===== config.mk =====
export PLATFORM = sky130hd
export DESIGN_NAME = command_frame_parser_crc16
export DESIGN_NICKNAME = d
export VERILOG_FILES = /design/src/hdl/cfp_pkg.sv /design/src/hdl/cfp_in_stage.sv /design/src/hdl/cfp_parse.sv /design/src/hdl/cfp_out_stage.sv /design/src/hdl/command_frame_parser_crc16.sv
export SDC_FILE = /design/constraint.sdc
export NUM_CORES = 1
export LEC_CHECK = 0
export BUFFER_PORTS_ARGS = -buffer_cell sky130_fd_sc_hd__buf_2
export CAP_MARGIN = 20
export CORE_UTILIZATION = 53
export DETAILED_ROUTE_END_ITERATION = 16
export GPL_ROUTABILITY_DRIVEN = 0
export PLACE_DENSITY = 0.71
export SETUP_SLACK_MARGIN = 0.05
export SYNTH_ARGS = -nofsm -noshare
export SYNTH_HDL_FRONTEND = slang
export SYNTH_SLANG_ARGS = --single-unit

===== constraint.sdc =====
create_clock -name clk -period 6.27 [get_ports clk]
set_input_delay 0.627 -clock clk [delete_from_list [all_inputs] [get_ports clk]]
set_output_delay 0.627 -clock clk [all_outputs]
set_load 0.02 [all_outputs]

===== src/hdl/cfp_pkg.sv =====
// ----------------------------------------------------------------------------
// cfp_pkg - shared types and constants for the command frame parser
// Beat payload structs, header and control codes, CRC-16/Modbus byte update.
// ----------------------------------------------------------------------------
package cfp_pkg;

  typedef struct packed {
    logic [7:0] rx_byte;
    logic       end_of_buffer;
  } in_item_t;

  typedef struct packed {
    logic [2:0] event_res;
    logic       txt_on;
    logic       csv_on;
    logic       print_on;
    logic       crc_good;
    logic       stopped_txt;
    logic       stopped_csv;
    logic       write_txt;
    logic       write_csv;
    logic       print_record;
    logic       first_print;
  } out_item_t;

  // header bytes, oldest first
  localparam logic [7:0] HDR_B0 = 8'h88;
  localparam logic [7:0] HDR_B1 = 8'h67;
  localparam logic [7:0] HDR_B2 = 8'h96;

  // control codes, high byte first on the wire
  localparam logic [15:0] CODE_TXT_START = 16'h9BB7;
  localparam logic [15:0] CODE_CSV_START = 16'h9BB8;
  localparam logic [15:0] CODE_STOP      = 16'h5BB4;
  localparam logic [15:0] CODE_PRINT_ON  = 16'h3BB3;
  localparam logic [15:0] CODE_PRINT_OFF = 16'h3BB4;
  localparam logic [15:0] CODE_LAST_LINE = 16'h4BB1;
  localparam logic [15:0] CODE_RECORD    = 16'h4BB2;

  // event codes
  localparam logic [2:0] EV_TXT_START = 3'd0;
  localparam logic [2:0] EV_CSV_START = 3'd1;
  localparam logic [2:0] EV_STOP      = 3'd2;
  localparam logic [2:0] EV_PRINT_ON  = 3'd3;
  localparam logic [2:0] EV_PRINT_OFF = 3'd4;
  localparam logic [2:0] EV_LAST_LINE = 3'd5;
  localparam logic [2:0] EV_RECORD    = 3'd6;

  // position of the CRC low byte within each frame
  localparam logic [5:0] LONG_CRC_AT  = 6'd39;
  localparam logic [5:0] SHORT_CRC_AT = 6'd31;
  localparam logic [5:0] HDR_LEN      = 6'd5;

  localparam logic [15:0] CRC_INIT = 16'hFFFF;
  localparam logic [15:0] CRC_POLY = 16'hA001;

  // reflected CRC-16/Modbus, one byte
  function automatic logic [15:0] crc16_upd(input logic [15:0] crc, input logic [7:0] b);
    logic [15:0] c;
    c = crc ^ {8'h00, b};
    for (int k = 0; k < 8; k++) begin
      c = c[0] ? ((c >> 1) ^ CRC_POLY) : (c >> 1);
    end
    return c;
  endfunction

  // CRC over 88 67 96 4B: the fixed part of both record headers
  localparam logic [15:0] CRC_HDR =
    crc16_upd(crc16_upd(crc16_upd(crc16_upd(CRC_INIT, HDR_B0), HDR_B1), HDR_B2), 8'h4B);

endpackage


===== src/hdl/cfp_in_stage.sv =====
// ----------------------------------------------------------------------------
// cfp_in_stage - input register
// Holds one accepted beat until the parser consumes it.
// ----------------------------------------------------------------------------
module cfp_in_stage (
  input  logic              clk,
  input  logic              rst_n,
  input  logic              in_valid,
  output logic              in_ready,
  input  cfp_pkg::in_item_t in_data,
  input  logic              advance,
  output logic              hold_valid,
  output cfp_pkg::in_item_t hold_data
);
  import cfp_pkg::*;

  logic     valid_r;
  in_item_t data_r;

  assign in_ready   = !valid_r || advance;
  assign hold_valid = valid_r;
  assign hold_data  = data_r;

  always_ff @(posedge clk) begin
    if (!rst_n) begin
      valid_r <= 1'b0;
    end else if (in_valid && in_ready) begin
      valid_r <= 1'b1;
    end else if (advance) begin
      valid_r <= 1'b0;
    end
  end

  always_ff @(posedge clk) begin
    if (in_valid && in_ready) begin
      data_r <= in_data;
    end
  end

endmodule


===== src/hdl/cfp_parse.sv =====
// ----------------------------------------------------------------------------
// cfp_parse - header scan, frame tracking and CRC check
// Holds all parser state; one byte per step, result formed combinationally.
// ----------------------------------------------------------------------------
module cfp_parse (
  input  logic               clk,
  input  logic               rst_n,
  input  logic               step,
  input  cfp_pkg::in_item_t  item,
  output logic               has_res,
  output cfp_pkg::out_item_t res
);
  import cfp_pkg::*;

  typedef enum logic [1:0] {
    KIND_SCAN  = 2'd0,
    KIND_LONG  = 2'd1,
    KIND_SHORT = 2'd2
  } kind_t;

  logic [31:0] window_r, window_nxt;
  logic [2:0]  fill_r, fill_nxt;
  kind_t       kind_r, kind_nxt;
  logic [5:0]  cnt_r, cnt_nxt;
  logic [15:0] crc_r, crc_nxt;
  logic [7:0]  crc_low_r, crc_low_nxt;
  logic        txt_r, txt_nxt;
  logic        csv_r, csv_nxt;
  logic        prn_r, prn_nxt;
  logic [7:0]  pcount_r, pcount_nxt;

  logic [7:0]  b;
  logic [15:0] code;
  logic [15:0] rx_crc;
  logic [15:0] crc_step;
  logic        good;
  logic [5:0]  crc_at;
  logic        hdr_hit;
  logic        matched;

  always_comb begin
    b           = item.rx_byte;
    code        = {window_r[7:0], b};
    rx_crc      = {b, crc_low_r};
    crc_step    = crc16_upd(crc_r, b);
    good        = (rx_crc == crc_r);
    crc_at      = (kind_r == KIND_LONG) ? LONG_CRC_AT : SHORT_CRC_AT;
    hdr_hit     = (fill_r >= 3'd4) && (window_r[31:8] == {HDR_B0, HDR_B1, HDR_B2});
    matched     = 1'b0;
    has_res     = 1'b0;
    res         = '0;
    window_nxt  = window_r;
    fill_nxt    = fill_r;
    kind_nxt    = kind_r;
    cnt_nxt     = cnt_r;
    crc_nxt     = crc_r;
    crc_low_nxt = crc_low_r;
    txt_nxt     = txt_r;
    csv_nxt     = csv_r;
    prn_nxt     = prn_r;
    pcount_nxt  = pcount_r;

    case (kind_r)
      KIND_LONG, KIND_SHORT: begin
        if (cnt_r < crc_at) begin
          crc_nxt = crc_step;
          cnt_nxt = cnt_r + 6'd1;
        end else if (cnt_r == crc_at) begin
          crc_low_nxt = b;
          cnt_nxt     = cnt_r + 6'd1;
        end else begin
          has_res      = 1'b1;
          res.crc_good = good;
          if (kind_r == KIND_LONG) begin
            res.event_res = EV_LAST_LINE;
            res.write_txt = good && txt_r;
            res.write_csv = good && csv_r;
          end else begin
            res.event_res = EV_RECORD;
            if (good && prn_r) begin
              pcount_nxt       = pcount_r + 8'd1;
              res.print_record = 1'b1;
            end
            res.first_print = (pcount_nxt == 8'd1);
          end
          kind_nxt   = KIND_SCAN;
          cnt_nxt    = '0;
          crc_nxt    = CRC_INIT;
          window_nxt = '0;
          fill_nxt   = '0;
        end
      end
      default: begin
        if (hdr_hit) begin
          case (code)
            CODE_TXT_START: begin
              txt_nxt = 1'b1;
              has_res = 1'b1;
              res.event_res = EV_TXT_START;
            end
            CODE_CSV_START: begin
              csv_nxt = 1'b1;
              has_res = 1'b1;
              res.event_res = EV_CSV_START;
            end
            CODE_STOP: begin
              res.stopped_txt = txt_r;
              res.stopped_csv = csv_r;
              txt_nxt = 1'b0;
              csv_nxt = 1'b0;
              has_res = 1'b1;
              res.event_res = EV_STOP;
            end
            CODE_PRINT_ON: begin
              prn_nxt = 1'b1;
              has_res = 1'b1;
              res.event_res = EV_PRINT_ON;
            end
            CODE_PRINT_OFF: begin
              prn_nxt = 1'b0;
              has_res = 1'b1;
              res.event_res = EV_PRINT_OFF;
            end
            CODE_LAST_LINE, CODE_RECORD: begin
              // both codes share the high byte, so the header CRC is fixed
              crc_nxt  = crc16_upd(CRC_HDR, b);
              cnt_nxt  = HDR_LEN;
              kind_nxt = (code == CODE_LAST_LINE) ? KIND_LONG : KIND_SHORT;
              matched  = 1'b1;
            end
            default: ;
          endcase
        end
        if (matched || has_res) begin
          window_nxt = '0;
          fill_nxt   = '0;
        end else begin
          window_nxt = {window_r[23:0], b};
          if (fill_r < 3'd4) begin
            fill_nxt = fill_r + 3'd1;
          end
        end
      end
    endcase

    res.txt_on   = txt_nxt;
    res.csv_on   = csv_nxt;
    res.print_on = prn_nxt;

    // partial header or frame is dropped at the buffer boundary
    if (item.end_of_buffer) begin
      window_nxt = '0;
      fill_nxt   = '0;
      kind_nxt   = KIND_SCAN;
      cnt_nxt    = '0;
      crc_nxt    = CRC_INIT;
    end
  end

  always_ff @(posedge clk) begin
    if (!rst_n) begin
      window_r  <= '0;
      fill_r    <= '0;
      kind_r    <= KIND_SCAN;
      cnt_r     <= '0;
      crc_r     <= CRC_INIT;
      crc_low_r <= '0;
      txt_r     <= 1'b0;
      csv_r     <= 1'b0;
      prn_r     <= 1'b0;
      pcount_r  <= '0;
    end else if (step) begin
      window_r  <= window_nxt;
      fill_r    <= fill_nxt;
      kind_r    <= kind_nxt;
      cnt_r     <= cnt_nxt;
      crc_r     <= crc_nxt;
      crc_low_r <= crc_low_nxt;
      txt_r     <= txt_nxt;
      csv_r     <= csv_nxt;
      prn_r     <= prn_nxt;
      pcount_r  <= pcount_nxt;
    end
  end

  a_fill_max: assert property (@(posedge clk) disable iff (!rst_n)
    fill_r <= 3'd4)
    else $error("window fill beyond four bytes");

  a_scan_clean: assert property (@(posedge clk) disable iff (!rst_n)
    kind_r == KIND_SCAN |-> cnt_r == 6'd0 && crc_r == CRC_INIT)
    else $error("frame count or CRC left over while scanning");

  a_frame_len: assert property (@(posedge clk) disable iff (!rst_n)
    (kind_r == KIND_LONG |-> cnt_r <= LONG_CRC_AT + 6'd1) and
    (kind_r == KIND_SHORT |-> cnt_r <= SHORT_CRC_AT + 6'd1))
    else $error("frame byte count overran the frame");

  a_eob_flush: assert property (@(posedge clk) disable iff (!rst_n)
    step && item.end_of_buffer |=> kind_r == KIND_SCAN && fill_r == 3'd0)
    else $error("buffer end did not flush the parser");

endmodule


===== src/hdl/cfp_out_stage.sv =====
// ----------------------------------------------------------------------------
// cfp_out_stage - result register
// Holds one result beat until the consumer takes it.
// ----------------------------------------------------------------------------
module cfp_out_stage (
  input  logic               clk,
  input  logic               rst_n,
  input  logic               load,
  input  cfp_pkg::out_item_t load_data,
  output logic               out_valid,
  input  logic               out_ready,
  output cfp_pkg::out_item_t out_data
);
  import cfp_pkg::*;

  logic      valid_r;
  out_item_t data_r;

  assign out_valid = valid_r;
  assign out_data  = data_r;

  always_ff @(posedge clk) begin
    if (!rst_n) begin
      valid_r <= 1'b0;
    end else if (load) begin
      valid_r <= 1'b1;
    end else if (out_ready) begin
      valid_r <= 1'b0;
    end
  end

  always_ff @(posedge clk) begin
    if (load) begin
      data_r <= load_data;
    end
  end

endmodule


===== src/hdl/command_frame_parser_crc16.sv =====
// Path: the byte completing a frame is held in the input register, and its result beat
//   is then loaded into the result register and offered from there.
// Throughput: one byte per cycle; the parser step is a single CRC byte update.
// A byte is held back only while a finished result waits in a full result register.
// Reset (rst_n low, synchronous): parser back to scanning, CRC to FFFF, all flags
//   and the print counter cleared, both registers empty.
// ----------------------------------------------------------------------------
// command_frame_parser_crc16 - command and record frame parser, top level
// Scans received bytes for 88 67 96 headers, tracks the logging and printing
// flags and checks record frames with CRC-16/Modbus.
// ----------------------------------------------------------------------------
module command_frame_parser_crc16 (
  input  logic               clk,
  input  logic               rst_n,
  input  logic               in_valid,
  output logic               in_ready,
  input  cfp_pkg::in_item_t  in_data,
  output logic               out_valid,
  input  logic               out_ready,
  output cfp_pkg::out_item_t out_data
);
  import cfp_pkg::*;

  // held input beat
  logic      hold_valid;
  in_item_t  hold_data;

  // parser outputs
  logic      has_res;
  out_item_t res;

  // the held byte moves on when it yields no result, or the result slot
  // is empty or being drained in this cycle
  logic      advance;

  assign advance = hold_valid && (!has_res || !out_valid || out_ready);

  cfp_in_stage u_in (
    .clk        (clk),
    .rst_n      (rst_n),
    .in_valid   (in_valid),
    .in_ready   (in_ready),
    .in_data    (in_data),
    .advance    (advance),
    .hold_valid (hold_valid),
    .hold_data  (hold_data)
  );

  // parser state only steps on an advancing beat
  cfp_parse u_parse (
    .clk     (clk),
    .rst_n   (rst_n),
    .step    (advance),
    .item    (hold_data),
    .has_res (has_res),
    .res     (res)
  );

  // completed frames and commands land here
  cfp_out_stage u_out (
    .clk       (clk),
    .rst_n     (rst_n),
    .load      (advance && has_res),
    .load_data (res),
    .out_valid (out_valid),
    .out_ready (out_ready),
    .out_data  (out_data)
  );

endmodule


## After elaboration in Yosys (flattened, before gate mapping)

Index checks and enable logic that the tools add are counted.

| storage, ports and cells | value |
|---|---|
| memories kept | 0 |
| memory bits (writable) | 0 |
| output and inout port bits | 15 |
| input bits | 13 |
| flip-flop bits (word level) | 102 |
| latch bits | 0 |
| memory bits (read-only) | 0 |
| logic and storage cells | 185 |

| operators by class | value |
|---|---|
| equality and inequality tests | 16 |
| muxes and demuxes | 81 |
| add/subtract/negate cells | 3 |
| $lt $le $gt $ge | 3 |
| div/mod/pow operators | 0 |
| shifts and indexed selects | 0 |
| bitwise operators | 24 |
| multiply operators | 0 |
| reduce and logical (&&, ||, !) cells | 33 |

Operators with widths:

| kind | number |
|---|---|
| 2-to-1 mux 16 bit | 22 |
| 2-to-1 mux 32 bit | 5 |
| == test 16 x 15 -> 1 bit, second input constant | 3 |
| inverter 2 -> 3 bit | 16 |
| 2-to-1 mux 6 bit | 7 |
| 2-to-1 mux 8 bit | 5 |
| == test 16 x 14 -> 1 bit, second input constant | 2 |
| == test 16 bit, second input constant | 2 |
| 2-to-1 mux 3 bit | 10 |
| == test 24 bit, second input constant | 1 |
| 2-to-1 mux 1 bit | 20 |
| == test 16 bit | 1 |
| 2-to-1 mux 2 bit | 8 |
| XOR 16 x 8 -> 16 bit | 1 |
| case mux 3 bit (4 select lines) | 1 |
| AND reduction 4 bit | 3 |
| OR reduction 4 bit | 3 |
| AND reduction 5 bit | 2 |
| inverter 5 -> 9 bit | 1 |
| adder 8 x 1 -> 8 bit, second input constant | 1 |
| == test 8 x 1 -> 1 bit, second input constant | 1 |
| logical AND 1 bit | 7 |
| adder 6 x 1 -> 6 bit, second input constant | 1 |
| == test 6 bit | 1 |
| 19 further kinds | 36 |

## Depth between registers and ports, before layout

| logic depth | value |
|---|---|
| depth in word-level cells | 21 |
| depth in mapped cells | 13 |
| gate-level depth less buffers | 11 |

## Cells and area by module

Synthesis repeated with hierarchy kept, for this count alone.

| second synthesis, totals | value |
|---|---|
| cell total of the unflattened synthesis | 604 |
| area total of the unflattened synthesis | 5580.4 µm² |

Modules (own cells, without submodules):

| module | area an instance (µm²) | times used | seq. area each (µm²) | cells each |
|---|---|---|---|---|
| cfp_parse | 4788.3 | 1 | 1561.5 | 570 |
| cfp_out_stage | 431.7 | 1 | 410.4 | 16 |
| cfp_in_stage | 327.8 | 1 | 290.3 | 14 |
| command_frame_parser_crc16 | 32.5 | 1 | 0.0 | 4 |

## Worst setup path before layout

OpenSTA, ideal clock, no wires.

| path | value |
|---|---|
| path type | reg-to-reg |
| start | register u_in.data_r (netlist bit u_in.hold_data[2]) |
| end | register u_out.data_r (netlist bit u_out.out_data[0]), enable pin |
| clock period less this slack | 2774 ps |
| data arrival time | 2411 ps |
| data required time | 5908 ps |
| buffers on the path | 2 |
| setup time | 362 ps |
| cell stages (with the launch flop) | 10 |
| path slack | 3496 ps |
| path through | edfxtp_1 clkbuf_1 inv_1 ha_1 and4b_1 o31ai_4 a2111oi_4 nor2_1 clkbuf_1 o21a_1 |

| between the ends | value |
|---|---|
| cells in the longest elaborated chain, start to end | 11 |
| elaborated cells on any way between the ends | 15 |
| classes of those cells | eq/ne: 5; mux: 4; reduce/logical: 6 |

RTL lines:

| what | RTL line | RTL |
|---|---|---|
| start: declaration | cfp_in_stage.sv:18 | `in_item_t data_r;` |
| start signal: assignment | cfp_in_stage.sv:36 | `data_r <= in_data;` |
| == test 16 bit (tied with other cells) | cfp_parse.sv:95 | `case (code)` |
| OR reduction 5 bit (no source line) (*) | - |  |
| 2-to-1 mux 1 bit (*) | cfp_parse.sv:95 |  |
| 2-to-1 mux 1 bit (*) | cfp_parse.sv:94 | `if (hdr_hit) begin` |
| 2-to-1 mux 1 bit (*) (2 in series) | cfp_parse.sv:63 | `case (kind_r)` |
| zero test 1 bit | command_frame_parser_crc16.sv:36 | `assign advance = hold_valid && (!has_res \|\| !out_valid \|\| out_ready);` |
| logical OR 1 bit (2 in series) | command_frame_parser_crc16.sv:36 |  |
| logical AND 1 bit | command_frame_parser_crc16.sv:36 |  |
| logical AND 1 bit (*) | command_frame_parser_crc16.sv:63 | `.load (advance && has_res),` |
| net u_out.load | cfp_out_stage.sv:8 | `input logic load,` |
| end signal: assignment | cfp_out_stage.sv:34 | `data_r <= load_data;` |
| end: declaration | cfp_out_stage.sv:17 | `out_item_t data_r;` |

The timed path passes the listed nets; every way through them passes the cells marked *. The select of a mux whose other input is x is not followed.
A chain may end at the register's enable or synchronous reset.

## Final worst setup path

| path | value |
|---|---|
| start | register u_parse.kind_r[1] |
| end | register u_parse.crc_low_r[3] |

| between the ends | value |
|---|---|
| cells in the longest elaborated chain, start to end | 11 |
| elaborated cells on any way between the ends | 15 |
| classes of those cells | order compare: 1; eq/ne: 3; mux: 4; bitwise: 1; reduce/logical: 6 |

RTL lines:

| what | RTL line | RTL |
|---|---|---|
| start: declaration | cfp_parse.sv:23 | `kind_t kind_r, kind_nxt;` |
| start signal: assignment | cfp_parse.sv:175 | `kind_r <= kind_nxt;` |
| parallel branches: the longest is 10 deep, another holds less-than comparator 6 bit | - |  |
| AND reduction 4 bit (no source line) (*) | - |  |
| end signal: assignment | cfp_parse.sv:178 | `crc_low_r <= crc_low_nxt;` |
| end: declaration | cfp_parse.sv:26 | `logic [7:0] crc_low_r, crc_low_nxt;` |

Every way passes the cells marked *.

==> impl_results.md <==
* Initial Utilization at 0.5540
* Most frequent cells in the layout: dfxtp_1, xnor2_1, nor2_1
* Post-synthesis compound-gate area fraction at 0.1775
* DP HPWL at 8.114 mm
* Hold WC Path Type: in -> reg
* Global-route wire length before repair at 18.70 mm
* Comb pwr share at 0.122
* Power density cells at 236.4 nW/µm²
* Proportion of synthesized area in mux cells at 0.01743
* Clk network pwr share at 0.338
* I/O Buffers at 27
* Synth Area in Adders at 0.04116
* Postcts setup bufs at 0
* Yosys Warn Count at 0
* Die Y at just over 100 µm
* CTS sink cnt at 102
* Layout cells sized above 1 at 0.1074
* DRT iter0 DRCs at around 240
* Post-layout minimum cycle time at 3.537 ns
* Die Wd at 100.7 µm
* TritonCTS clock tree: done
* Fin cells at 669
* Critical Path AT at 3.78 ns
* Fin. Hold Viols at 0
* Required time of the critical path at 6.52 ns
* Synth area leader: dfxtp_1
* Hold buffers post-CTS at 0
* Switching Share at 0.2542
* Worst clock skew at 0.007824 ns
* Crit path cell chain: inv_1 -> ha_1 -> inv_1 -> ha_1 -> nand3_1 -> a21oi_2 -> o41ai_2 -> nor2_1 -> and4_1 -> mux2i_1 -> nor2_1
* Cell Int Power at 0.9801 mW
* Max VDD drop at 173.2 µV
* Worst-skew pair later-pin latency at 0.37 ns
* Mapped Avg Cell Area at 9.862 µm²
* H-tree depth at 3
* Pin count of the biggest net entering global routing at 35
* Synth Instances at between 500 and 600
* Post-synth EDFFs at 22
* Leak at 2.038 nW
* Post-route cell area at 5560 µm²
* Layout area overhead at 7.603%
* Timing-limited maximum frequency at about 0.28 GHz
* Simple-Gate Fraction of Synth Area at 0.1787
* Initial antenna violation count at 0
* Commonest non-fill, non-tap cell in the layout: dfxtp_1
* Nets@finish at ~570
* Die area at 10,150 µm²
* Worst slew margin at 0.4333
* Max-slew violation count at 0
* CP max stage cell: nor2_1
* CTS root buf: clkbuf_8
* Crit path launch type: flop
* Main area contributors after synthesis: dfxtp_1, edfxtp_1, xnor2_1, a22o_1, ha_1
* Primary FF master, synth: dfxtp_1
* Xor/xnor share of the synthesized area at 0.1044
* Post-CTS Resized at 0
* Crit end category: flop
* Total length of routed wires at 11.28 mm
* Clock Path Buffers at 2
* Placement Setup Slack at 2.829 ns
* Final WS setup at between 2 and 3 ns
* RSZ-0062 raised after global routing: false
* Top cell type's share of synthesized area at 0.3099
* Core Area at 9328 µm²
* Reg power frac at 0.540
* WL per Instance at 16.86 µm
* Clock transition at path regs at 0.09 ns
* Worst hold slack at 0.4275 ns
* Synth Cell Area at 5167 µm²
* CP peak stage delay at 0.70 ns
* Cells after DPL at 653
* Status: completed
* Vias in the first global route at between 3k and 4k
* Drt drc at 0
* I/O pin total at 28
* Grt ovf at 0
* Register area share after synthesis at 0.4378
* Largest family of logic cells by synthesized area: simple AND/OR/NAND/NOR gates
* DR vias at 3,959
* GRT Resource Usage Total at 0.2395
* Crit-path max FO at 12
* Max_cap viols at 0
* Row cnt at 35
* Antenna Cells at 0
* FF+latch count, synth at between 100 and 150
* TNS Setup at 0 ns
* Switching power total at approximately 0.33 mW
* Least-Margin Pin Slew at between 0.8 and 0.9 ns
* Post-DRT Antenna Nets at 0
* Num CTS Buffers at 9
* Async S/R FF share, synth at 0
* Final Setup Violations at 0
* Fin crit share at 0.5641
* Total nets after synthesis at 554
* Via-per-instance ratio at 5.918
* Unique masters post-synth at between 60 and 70
* DRT Pass-1 Iters at 5
* Critical path class: reg -> reg
* DP Area at 5341 µm²
[layout make-up]
cell class	instances	area, µm²
fillers	800	3767
multi-input cells	374	2685
flip-flops and latches	102	2262
clock buffers	12	166.4
repair buffers	30	165.2
well taps	129	161.4
inverters	18	67.56
clock inverters	4	52.55
[through the flow]
stage	utilization	power, mW
floorplan	-	0.8466
global placement	0.5710	0.8773
detailed placement	0.5726	0.8815
CTS	0.5961	1.321
global route	0.5961	1.363
finish	0.5961	1.314
[cells in the mapped netlist (all sizes together) (2+ instances only)]
master    n
dfxtp    80
o22ai     3
nand4    10
mux2i     9
nor3     12
and3      5
nor2b     2
inv      18
clkbuf   15
nor4      4
a211o     4
and4b     5
a21oi    13
o311ai    2
xor2      8
nor3b     2
and2      4
nor4bb    2
xnor2    51
nand2b    4
o21a      6
a22o     34
nand2    34
ha       17
a22oi     3
buf      15
nand3    15
a21o      3
a2111oi   2
nand3b    4
edfxtp   22
nor2     50
o21ai    22
nor4b     4
or3       5
a21boi    2
a211oi    4
o31a      2
and4      3
o21bai    2
o211ai    7
[metal layers]
layer / wire, µm / vias up / GRT usage
met1: 5189 / 1905 / 0.3058
met4: 185 / 0 / 0.08584
met3: 502 / 15 / 0.04438
met2: 5401 / 121 / 0.4057
met5: 0 / - / 0
li1: - / 1918 / -
[power by group through the flow]
stage	registers, mW	logic [mW]	clock network (mW)
after floorplan	0.707	0.139	0
after global placement	0.724	0.154	0
after detailed placement	0.724	0.157	0
after CTS	0.709	0.159	0.453
after global routing	0.711	0.175	0.477
final	0.710	0.160	0.445
[sequential cells by signal, summed over array words and instances (netlist names)]
| register | count |
|---|---|
| u_parse.window_r | 32 |
| u_parse.crc_r | 16 |
| u_parse.cnt_r | 6 |
| u_in.hold_valid | 1 |
| u_out.out_data | 13 |
| u_parse.fill_r | 3 |
| u_parse.prn_r | 1 |
| u_out.out_valid | 1 |
| u_parse.pcount_r | 8 |
| u_parse.txt_r | 1 |
| u_in.hold_data | 9 |
| u_parse.crc_low_r | 8 |
| u_parse.csv_r | 1 |
| u_parse.kind_r | 2 |
[worst paths after layout]
path | from | end | slack (ns) | cells after the start
hold reg to reg | u_parse.window_r[31] | u_parse.window_r[31] | 0.48 | 1
setup / recovery | u_parse.kind_r[1] | u_parse.crc_low_r[3] | 2.73 | 11
hold / removal | in_data[7] | u_in.hold_data[7] | 0.43 | 1
setup reg to reg | u_parse.kind_r[1] | u_parse.crc_low_r[3] | 2.73 | 11
[worst max-delay path, delay by kind of cell, from the launching register on]
kind	cells	cell delay (ns)
AO/OA/AOI/OAI	2	0.64
flip-flops	1	0.34
buffers and inverters	2	0.14
multiplexers	1	0.24
AND/OR/NAND/NOR	4	1.50
adder cells (fa/ha/maj)	2	0.55
[kinds of logic after synthesis]
family,count (synthesis)
and+or+nand+nor,169
xor gates and xnor gates,60
adders and majority gates,17
muxes,9
buffers and inverters,48
DFF,102
AOI/OAI and AO/OA,119
Power figures use the tool's default switching activity.
